File: src/rtl/bba_pkg.sv
// ----------------------------------------------------------------------------
// bba_pkg
// shared types and constants of the bitmap block allocator
// ----------------------------------------------------------------------------
package bba_pkg;

    localparam int MAX_BLOCKS = 1024;
    localparam int POOL_BYTES = 65536;
    localparam int WORD_W     = 32;
    localparam int WORDS      = MAX_BLOCKS / WORD_W;
    localparam int WADDR_W    = $clog2(WORDS);
    localparam int BIT_W      = $clog2(WORD_W);
    localparam int IDX_W      = $clog2(MAX_BLOCKS);
    localparam int CNT_W      = IDX_W + 1;
    localparam int ADDR_W     = 32;
    localparam int OFS_W      = 16;
    localparam int BSZ_W      = 17;
    localparam int CFG_IDX_W  = 2;
    localparam int CFG_DATA_W = 17;

    localparam logic [CFG_IDX_W-1:0] CFG_BLOCK_SIZE  = 2'd0;
    localparam logic [CFG_IDX_W-1:0] CFG_DATA_OFFSET = 2'd1;
    localparam logic [CFG_IDX_W-1:0] CFG_BLOCK_COUNT = 2'd2;

    localparam logic [2:0] ST_OK         = 3'd0;
    localparam logic [2:0] ST_NO_FREE    = 3'd1;
    localparam logic [2:0] ST_NULL       = 3'd2;
    localparam logic [2:0] ST_RANGE      = 3'd3;
    localparam logic [2:0] ST_MISALIGNED = 3'd4;
    localparam logic [2:0] ST_DOUBLE     = 3'd5;

    typedef struct packed {
        logic              kind;
        logic              addr_is_null;
        logic [ADDR_W-1:0] address;
    } req_t;

    typedef struct packed {
        logic [2:0]       status;
        logic [OFS_W-1:0] block_offset;
        logic [IDX_W-1:0] blk_idx;
        logic             pool_full;
        logic             pool_empty;
        logic [CNT_W-1:0] used_blocks;
    } rsp_t;

endpackage

File: src/rtl/bitmap_block_allocator_top.sv
// ----------------------------------------------------------------------------
// bitmap_block_allocator_top
// fixed-size block pool with a used/free bitmap and next-fit search
// ----------------------------------------------------------------------------
// usage
//   s_ channel: one request (allocate or release) per handshake
//   m_ channel: exactly one result per request, in order
//   cfg channel: register writes, always ready; the user must write only while idle, the block does not enforce it
// sequence
//   allocate: a read and a check per 32-bit bitmap word, over up to two
//   search passes covering the whole map, then a multiply; full pool refused
//   release: runs the 16-step restoring divider that
//   checks the offset against the block size, then one read-modify-write;
//   a rejected offset ends after the divider, a null or out-of-range one
//   goes straight to the result; one request at a time, a new request is
//   taken once the previous result sits in the output register
// reset
//   all blocks free (per-word valid flags clear at once), used count and
//   next-fit hint zero, registers at their defaults
// stall
//   a held result keeps the next request waiting in its result state
// ----------------------------------------------------------------------------
module bitmap_block_allocator_top (
    input  logic                          aclk,
    input  logic                          aresetn,
    input  logic                          s_valid,
    output logic                          s_ready,
    input  bba_pkg::req_t                 s_data,
    output logic                          m_valid,
    input  logic                          m_ready,
    output bba_pkg::rsp_t                 m_data,
    input  logic                          cfg_valid,
    output logic                          cfg_ready,
    input  logic [bba_pkg::CFG_IDX_W-1:0] cfg_index,
    input  logic [bba_pkg::CFG_DATA_W-1:0] cfg_data
);
    import bba_pkg::*;

    typedef enum logic [3:0] {
        S_IDLE, S_SCAN_RD, S_SCAN_CHK, S_MUL, S_DIV, S_DCHK,
        S_REL_RD, S_REL_CHK, S_RES
    } state_t;

    state_t             state_reg;
    logic [BSZ_W-1:0]   bsz_reg;
    logic [OFS_W-1:0]   doff_reg;
    logic [CNT_W-1:0]   bcnt_reg;
    logic [WORDS-1:0]   wvalid_reg;
    logic [CNT_W-1:0]   used_reg;
    logic [CNT_W-1:0]   hint_reg;
    logic [CNT_W-1:0]   lo_reg;
    logic [WADDR_W-1:0] word_reg;
    logic               pass_reg;
    logic [IDX_W-1:0]   idx_reg;
    logic [2:0]         status_reg;
    logic [31:0]        prod_reg;
    logic [OFS_W-1:0]   ofs_reg;
    logic [BSZ_W-1:0]   rem_reg;
    logic [OFS_W-1:0]   quo_reg;
    logic [3:0]         dcnt_reg;
    logic               out_valid_reg;
    rsp_t               out_reg;

    logic [CNT_W-1:0]   cnt;
    logic [BSZ_W-1:0]   bsz;
    logic [WORD_W-1:0]  rdata;
    logic [WORD_W-1:0]  word_data;
    logic [WORD_W-1:0]  cand;
    logic               found;
    logic [BIT_W-1:0]   first;
    logic [CNT_W-1:0]   pos;
    logic [CNT_W-1:0]   next_base;
    logic               ram_we;
    logic [WADDR_W-1:0] ram_addr;
    logic [WORD_W-1:0]  ram_wdata;
    logic [BSZ_W-1:0]   shifted;
    logic               rel_bit;
    logic               req_acc;
    logic [ADDR_W-1:0]  rel_addr;

    assign cnt = (bcnt_reg > CNT_W'(MAX_BLOCKS)) ? CNT_W'(MAX_BLOCKS) : bcnt_reg;
    assign bsz = (bsz_reg == '0) ? BSZ_W'(1) : bsz_reg;
    assign s_ready = (state_reg == S_IDLE);
    assign req_acc = s_valid && s_ready;
    assign cfg_ready = 1'b1;
    assign m_valid = out_valid_reg;
    assign m_data = out_reg;
    assign rel_addr = s_data.address;

    assign word_data = wvalid_reg[word_reg] ? rdata : '0;

    always_comb begin
        for (int i = 0; i < WORD_W; i++) begin
            pos = {1'b0, word_reg, BIT_W'(i)};
            cand[i] = !word_data[i] && (pos >= lo_reg) && (pos < cnt);
        end
        found = |cand;
        first = '0;
        for (int i = WORD_W - 1; i >= 0; i--) begin
            if (cand[i]) begin
                first = BIT_W'(i);
            end
        end
    end

    assign next_base = {(CNT_W - BIT_W)'(word_reg) + 1'b1, BIT_W'(0)};
    assign rel_bit = word_data[quo_reg[BIT_W-1:0]];
    assign shifted = {rem_reg[BSZ_W-2:0], quo_reg[OFS_W-1]};

    always_comb begin
        ram_we = 1'b0;
        ram_addr = word_reg;
        ram_wdata = word_data;
        case (state_reg)
            S_SCAN_CHK: begin
                ram_we = found;
                ram_wdata = word_data | (WORD_W'(1) << first);
            end
            S_REL_CHK: begin
                ram_we = rel_bit;
                ram_wdata = word_data & ~(WORD_W'(1) << quo_reg[BIT_W-1:0]);
            end
            default: begin
                ram_we = 1'b0;
            end
        endcase
    end

    bba_ram #(.WIDTH(WORD_W), .DEPTH(WORDS)) u_map (
        .aclk  (aclk),
        .we    (ram_we),
        .waddr (ram_addr),
        .wdata (ram_wdata),
        .raddr (ram_addr),
        .rdata (rdata)
    );

    always_ff @(posedge aclk) begin
        if (!aresetn) begin
            state_reg     <= S_IDLE;
            bsz_reg       <= BSZ_W'(64);
            doff_reg      <= OFS_W'(64);
            bcnt_reg      <= CNT_W'(1023);
            wvalid_reg    <= '0;
            used_reg      <= '0;
            hint_reg      <= '0;
            out_valid_reg <= 1'b0;
        end else begin
            if (cfg_valid) begin
                case (cfg_index)
                    CFG_BLOCK_SIZE:  bsz_reg  <= cfg_data[BSZ_W-1:0];
                    CFG_DATA_OFFSET: doff_reg <= cfg_data[OFS_W-1:0];
                    CFG_BLOCK_COUNT: bcnt_reg <= cfg_data[CNT_W-1:0];
                    default: ;
                endcase
            end
            if (out_valid_reg && m_ready && state_reg != S_RES) begin
                out_valid_reg <= 1'b0;
            end
            if (ram_we) begin
                wvalid_reg[word_reg] <= 1'b1;
            end
            case (state_reg)
                S_IDLE: begin
                    if (req_acc) begin
                        idx_reg    <= '0;
                        ofs_reg    <= '0;
                        if (!s_data.kind) begin
                            if (used_reg >= cnt) begin
                                status_reg <= ST_NO_FREE;
                                state_reg  <= S_RES;
                            end else if (hint_reg < cnt) begin
                                status_reg <= ST_OK;
                                word_reg   <= hint_reg[IDX_W-1:BIT_W];
                                lo_reg     <= hint_reg;
                                pass_reg   <= 1'b0;
                                state_reg  <= S_SCAN_RD;
                            end else begin
                                status_reg <= ST_OK;
                                word_reg   <= '0;
                                lo_reg     <= '0;
                                pass_reg   <= 1'b1;
                                state_reg  <= S_SCAN_RD;
                            end
                        end else if (s_data.addr_is_null) begin
                            status_reg <= ST_NULL;
                            state_reg  <= S_RES;
                        end else if (rel_addr < ADDR_W'(doff_reg) ||
                                     rel_addr >= ADDR_W'(POOL_BYTES)) begin
                            status_reg <= ST_RANGE;
                            state_reg  <= S_RES;
                        end else begin
                            status_reg <= ST_OK;
                            quo_reg    <= rel_addr[OFS_W-1:0] - doff_reg;
                            rem_reg    <= '0;
                            dcnt_reg   <= 4'd15;
                            state_reg  <= S_DIV;
                        end
                    end
                end
                S_SCAN_RD: begin
                    state_reg <= S_SCAN_CHK;
                end
                S_SCAN_CHK: begin
                    if (found) begin
                        idx_reg   <= {word_reg, first};
                        used_reg  <= used_reg + 1'b1;
                        hint_reg  <= CNT_W'({word_reg, first}) + 1'b1;
                        state_reg <= S_MUL;
                    end else if (next_base < cnt) begin
                        word_reg  <= word_reg + 1'b1;
                        state_reg <= S_SCAN_RD;
                    end else if (!pass_reg && lo_reg != '0) begin
                        pass_reg  <= 1'b1;
                        word_reg  <= '0;
                        lo_reg    <= '0;
                        state_reg <= S_SCAN_RD;
                    end else begin
                        status_reg <= ST_NO_FREE;
                        state_reg  <= S_RES;
                    end
                end
                S_MUL: begin
                    prod_reg  <= 32'(idx_reg) * 32'(bsz[OFS_W-1:0]);
                    state_reg <= S_DCHK;
                    status_reg <= ST_OK;
                    pass_reg  <= 1'b1;
                end
                S_DIV: begin
                    quo_reg <= {quo_reg[OFS_W-2:0], (shifted >= bsz)};
                    rem_reg <= (shifted >= bsz) ? shifted - bsz : shifted;
                    dcnt_reg <= dcnt_reg - 1'b1;
                    if (dcnt_reg == '0) begin
                        pass_reg  <= 1'b0;
                        state_reg <= S_DCHK;
                    end
                end
                S_DCHK: begin
                    if (pass_reg) begin
                        ofs_reg   <= doff_reg + prod_reg[OFS_W-1:0];
                        state_reg <= S_RES;
                    end else if (rem_reg != '0) begin
                        status_reg <= ST_MISALIGNED;
                        state_reg  <= S_RES;
                    end else if (quo_reg[OFS_W-1:IDX_W] != '0) begin
                        status_reg <= ST_RANGE;
                        state_reg  <= S_RES;
                    end else begin
                        word_reg  <= quo_reg[IDX_W-1:BIT_W];
                        state_reg <= S_REL_RD;
                    end
                end
                S_REL_RD: begin
                    state_reg <= S_REL_CHK;
                end
                S_REL_CHK: begin
                    idx_reg <= quo_reg[IDX_W-1:0];
                    if (rel_bit) begin
                        used_reg <= used_reg - 1'b1;
                    end else begin
                        status_reg <= ST_DOUBLE;
                    end
                    state_reg <= S_RES;
                end
                S_RES: begin
                    if (!out_valid_reg || m_ready) begin
                        out_valid_reg       <= 1'b1;
                        out_reg.status       <= status_reg;
                        out_reg.block_offset <= ofs_reg;
                        out_reg.blk_idx      <= idx_reg;
                        out_reg.pool_full    <= (used_reg >= cnt);
                        out_reg.pool_empty   <= (used_reg == '0);
                        out_reg.used_blocks  <= used_reg;
                        state_reg            <= S_IDLE;
                    end
                end
                default: begin
                    state_reg <= S_IDLE;
                end
            endcase
        end
    end

    a_used_bound: assert property (@(posedge aclk) disable iff (!aresetn)
        used_reg <= CNT_W'(MAX_BLOCKS))
        else $error("used count above capacity");

    a_busy_after_accept: assert property (@(posedge aclk) disable iff (!aresetn)
        req_acc |=> !s_ready)
        else $error("request taken while busy");

    a_write_in_check: assert property (@(posedge aclk) disable iff (!aresetn)
        ram_we |-> (state_reg == S_SCAN_CHK || state_reg == S_REL_CHK))
        else $error("bitmap write outside check state");

endmodule

File: src/rtl/bba_ram.sv
// ----------------------------------------------------------------------------
// bba_ram
// generic single-port-write, registered-read ram
// ----------------------------------------------------------------------------
module bba_ram #(
    parameter int WIDTH = 32,
    parameter int DEPTH = 32
) (
    input  logic                     aclk,
    input  logic                     we,
    input  logic [$clog2(DEPTH)-1:0] waddr,
    input  logic [WIDTH-1:0]         wdata,
    input  logic [$clog2(DEPTH)-1:0] raddr,
    output logic [WIDTH-1:0]         rdata
);

    logic [WIDTH-1:0] mem [DEPTH];

    always_ff @(posedge aclk) begin
        if (we) begin
            mem[waddr] <= wdata;
        end
        rdata <= mem[raddr];
    end

endmodule
File: config.mk
export PLATFORM = sky130hd
export DESIGN_NAME = bitmap_block_allocator_top
export DESIGN_NICKNAME = d
export VERILOG_FILES = /design/src/rtl/bba_pkg.sv /design/src/rtl/bitmap_block_allocator_top.sv /design/src/rtl/bba_ram.sv
export SDC_FILE = /design/constraint.sdc
export NUM_CORES = 2
export LEC_CHECK = 0
export BUFFER_PORTS_ARGS = -buffer_cell sky130_fd_sc_hd__buf_4
export CAP_MARGIN = 10
export CELL_PAD_IN_SITES_DETAIL_PLACEMENT = 1
export CELL_PAD_IN_SITES_GLOBAL_PLACEMENT = 1
export CORE_ASPECT_RATIO = 0.8
export CORE_MARGIN = 2
export CORE_UTILIZATION = 35
export DETAILED_ROUTE_END_ITERATION = 10
export HOLD_SLACK_MARGIN = 0.02
export PLACE_DENSITY = 0.62
export SLEW_MARGIN = 0
export SYNTH_ARGS = -nofsm -noshare
export SYNTH_HDL_FRONTEND = slang
export SYNTH_SLANG_ARGS = --single-unit
export TNS_END_PERCENT = 5
File: constraint.sdc
create_clock -name aclk -period 9.2 [get_ports aclk]
set_input_delay 1.84 -clock aclk [delete_from_list [all_inputs] [get_ports aclk]]
set_output_delay 1.84 -clock aclk [all_outputs]
set_load 0.02 [all_outputs]
==> impl_metrics.tcl <==
set metrics [dict create \
    synth_area_um2 58100 \
    yosys-top-cells-count "sky130_fd_sc_hd__edfxtp_1 (1165), sky130_fd_sc_hd__nand2_1 (272), sky130_fd_sc_hd__mux4_2 (268)" \
    globalplace.congestion 0.923 \
    clk_path_buf_depth 3 \
    p_comb_frac 0.172 \
    worst-endpoint-required_ns 9.59 \
    hold_path_depth 0 \
    r2r_setup_slack_ns 1.75 \
    via_count_of_the_first_global_routing_pass 36000 \
    skew_ns 0.0255 \
    final_antenna_net_count 0 \
    syn-instance-count 3747 \
    drive_gt1_frac 0.187 \
    timing_worst_slew_pin_value_ns 1.25 \
    ir_drop_mv 0.183 \
    routed_wl_um 177000 \
    seq_area_frac_synth 0.649 \
    design.core.area_um2 165000 \
    syn-num-nets 4016 \
    synth_area_leaders "sky130_fd_sc_hd__edfxtp_1 (60%), sky130_fd_sc_hd__mux4_2 (10%), sky130_fd_sc_hd__dfxtp_1 (4.7%), sky130_fd_sc_hd__ha_1 (3.0%), sky130_fd_sc_hd__fa_1 (2.6%)" \
    cts.clk_slew.worst_paths_ns 0.06 \
    initial_utilization 0.353 \
    ys_dominant_reg_cell "sky130_fd_sc_hd__edfxtp_1" \
    die_width_um 459 \
    slew-limit-headroom 0.161 \
    clock_sink_count 1300 \
    num-nets-final 4165 \
    p_int_mw 10.8 \
    syn_to_final_growth_pct 14.0 \
    htreeDepth 4 \
    cts_hold_repair.buffers 0 \
    ctsRootBufferMaster "sky130_fd_sc_hd__clkbuf_16" \
    number_of_antenna_violations_at_the_first_check_in_global_routing 5 \
    max_cap_viol_count 0 \
    finalMaxSlewViolations 0 \
    power_frac_seq 0.471 \
    dp_slack_ns 2.02 \
    synth_area_per_cell_um2 15.5 \
    finalHoldViolCount 0 \
    yosys.area.top_type_share 0.602 \
    filler_cell_count 16300 \
    via_per_inst 5.70 \
    floorplan.die.height_um 368 \
    setup_slack_ns 1.75 \
    power.net_switching_mw 4.28 \
    fin_crit_sh 0.810 \
    final_period_minus_worst_setup_slack_ns 7.45 \
    tritoncts "yes" \
    maximum_number_of_pins_on_one_net_before_global_route_repair 104 \
    post_cts_buffers 0 \
    dp_hpwl_um 107000 \
    boundaryPins 103 \
    critical_path_launch_point_type "register" \
    leakage_nw 22.5 \
    rsz0062_at_grt "false" \
    finalSetupViolCount 0 \
    synth.most_common_cell "sky130_fd_sc_hd__edfxtp_1" \
    r2r_end "u_map.mem[17][25]$_DFFE_PP_" \
    die_area_um2 169000 \
    max_clock_freq_ghz 0.134 \
    netSwitchingFraction 0.284 \
    drt-wirelength-per-cell_um 28.7 \
    num_vias 35200 \
    core.rowCount 133 \
    power_frac_clock 0.358 \
    first_pass_grt_wire_length_um 256000 \
    crit_path_max_fanout 32 \
    insertion_delay_ns 0.77 \
    grt.overflow.total 0 \
    yosys.area.top_type "sky130_fd_sc_hd__edfxtp_1" \
    arrival_ns 7.84 \
    dr.pass1.iters 7 \
    cts_resized 0 \
    powerDensity_nw_per_um2 228 \
    synth_enable_flop_cells 1165 \
    drt-initial-drc-count 4088 \
    largest_register_ffs 1024 \
    io_buffer_count 101 \
    holdCritPathClass "reg2reg" \
    worstHoldStart "ofs_reg[14]$_SDFFCE_PN0P_" \
    path_class "reg2reg" \
    reg2reg_from "bcnt_reg[10]$_SDFFE_PN0P_" \
    fin_setup_tns_ns 0 \
    yosysWarnings 0 \
    worstRegToRegCells 16 \
    timing.critical_path.to_type "register" \
    run_status "finished, final reports clean" \
    cts_buffers 138 \
    grtUsageTotal 0.208 \
    holdPathEnd "m_data[37]$_DFFE_PP_" \
    top_register "u_map.mem" \
    ys_seq_elements 1300 \
    netlist-cell-type-count 94 \
    drc 0 \
    asyncSetResetFlopFracSynth 0 \
]
[cell usage in the layout, fill, tap and decap left out, types with 11 or more instances in the layout]
cell type,instances
sky130_fd_sc_hd__clkbuf_1,45
sky130_fd_sc_hd__and2_1,71
sky130_fd_sc_hd__nor3_1,60
sky130_fd_sc_hd__mux2i_1,15
sky130_fd_sc_hd__nor2b_1,23
sky130_fd_sc_hd__nand4_1,46
sky130_fd_sc_hd__clkinv_1,21
sky130_fd_sc_hd__o211ai_1,22
sky130_fd_sc_hd__a32o_1,21
sky130_fd_sc_hd__a21boi_0,14
sky130_fd_sc_hd__edfxtp_1,1165
sky130_fd_sc_hd__mux4_2,268
sky130_fd_sc_hd__ha_1,137
sky130_fd_sc_hd__clkinv_2,15
sky130_fd_sc_hd__clkbuf_16,141
sky130_fd_sc_hd__nor3b_2,33
sky130_fd_sc_hd__a31oi_1,11
sky130_fd_sc_hd__xnor2_1,55
sky130_fd_sc_hd__fa_1,74
sky130_fd_sc_hd__a21o_1,38
sky130_fd_sc_hd__o21bai_1,13
sky130_fd_sc_hd__dfxtp_1,135
sky130_fd_sc_hd__nand2_1,272
sky130_fd_sc_hd__o21ai_0,82
sky130_fd_sc_hd__a22oi_1,135
sky130_fd_sc_hd__inv_1,177
sky130_fd_sc_hd__o21a_1,40
sky130_fd_sc_hd__buf_4,196
sky130_fd_sc_hd__a21oi_1,154
sky130_fd_sc_hd__a211oi_1,21
sky130_fd_sc_hd__nor4_1,29
sky130_fd_sc_hd__nand3_1,71
sky130_fd_sc_hd__or3_1,16
sky130_fd_sc_hd__nand2b_1,17
sky130_fd_sc_hd__nor2_1,121
sky130_fd_sc_hd__or2_2,14
[routing by layer]
layer | share of wire | wire length [um] | up-vias | global-route usage
met5 | 0 | 0 | - | 0
met4 | 0.022 | 3820 | 0 | 0.0518
met3 | 0.074 | 13100 | 226 | 0.0352
met2 | 0.45 | 78800 | 1277 | 0.312
met1 | 0.46 | 81200 | 18700 | 0.311
li1 | - | - | 15000 | -
[kinds of logic (layout without fill, tap and decap cells)]
| kind of cell | Yosys count | in the layout | share of synthesized area |
|---|---|---|---|
| buffers and inverters | 373 | 635 | 0.0249 |
| DFF | 1300 | 1300 | 0.649 |
| xor gates and xnor gates | 64 | 64 | 0.00965 |
| and+or+nand+nor | 847 | 847 | 0.0750 |
| muxes | 291 | 291 | 0.108 |
| other | 1 | 3 | 0.0000646 |
| AOI/OAI and AO/OA | 660 | 660 | 0.0783 |
| adders and majority gates | 211 | 211 | 0.0550 |
[worst max-delay path: stages (launching register included)]
cell                       delay, ns
sky130_fd_sc_hd__dfxtp_1        0.66
sky130_fd_sc_hd__clkinv_1       0.39
sky130_fd_sc_hd__nand2_1        0.34
sky130_fd_sc_hd__ha_1           0.34
sky130_fd_sc_hd__nand2b_1       0.21
sky130_fd_sc_hd__or3_1          0.51
sky130_fd_sc_hd__o211ai_1       0.33
sky130_fd_sc_hd__o32ai_1        0.15
sky130_fd_sc_hd__a221oi_1       0.46
sky130_fd_sc_hd__o21ai_0        0.18
sky130_fd_sc_hd__a21boi_0       0.32
sky130_fd_sc_hd__o211ai_1       0.21
sky130_fd_sc_hd__a221oi_1       0.74
sky130_fd_sc_hd__a211o_1        0.31
sky130_fd_sc_hd__ha_1           0.23
sky130_fd_sc_hd__nor2b_1        0.66
sky130_fd_sc_hd__a32o_1         1.01
[power groups by stage]
| stage | Combinational [mW] | Clock, mW | Sequential (mW) |
|---|---|---|---|
| CTS | 2.57 | 5.50 | 7.09 |
| global placement | 2.53 | 0 | 7.21 |
| global route | 2.79 | 5.72 | 7.10 |
| floorplan | 1.72 | 0 | 7.03 |
| detailed placement | 2.56 | 0 | 7.21 |
| finish | 2.59 | 5.39 | 7.10 |
[worst max path at each step]
| stage | from | to | slack [ns] | cells past startpoint |
|---|---|---|---|---|
| after floorplan | ram_addr[0]$_DFFE_PP_ | u_map.mem[14][0]$_DFFE_PP_ | 1.84 | 16 |
| after global placement | ram_addr[1]$_DFFE_PP_ | u_map.mem[5][17]$_DFFE_PP_ | 2.15 | 14 |
| after detailed placement | ram_addr[1]$_DFFE_PP_ | u_map.mem[25][25]$_DFFE_PP_ | 2.02 | 14 |
| after CTS | ram_addr[1]$_DFFE_PP_ | u_map.mem[25][25]$_DFFE_PP_ | 1.95 | 14 |
| after global routing | ram_addr[1]$_DFFE_PP_ | u_map.mem[25][25]$_DFFE_PP_ | 1.44 | 14 |
| final | bcnt_reg[10]$_SDFFE_PN0P_ | u_map.mem[17][25]$_DFFE_PP_ | 1.75 | 16 |
[stage by stage]
stage | std cells | utilization | hold WS [ns] | total power, mW | instance area (um^2)
after floorplan | 3747 | - | 0.400 | 8.75 | 58100
after global placement | 5912 | 0.375 | 0.408 | 9.74 | 61800
after detailed placement | 5912 | 0.375 | 0.405 | 9.76 | 61800
after CTS | 6165 | 0.402 | 0.419 | 15.2 | 66100
after global routing | 6169 | 0.402 | 0.422 | 15.6 | 66200
final | 6171 | 0.402 | 0.417 | 15.1 | 66200
[layout make-up]
type	instances	area, um^2	share of cell area
inverters	180	676	0.0102
well taps	2160	2700	0.0408
diodes	2	5.00	0.0000756
clock inverters	57	541	0.00816
multi-input cells	2074	19200	0.290
repair buffers	202	1580	0.0239
flip-flops and latches	1300	37700	0.569
clock buffers	196	3830	0.0578
Note: power is estimated with default switching activity, not from simulation.
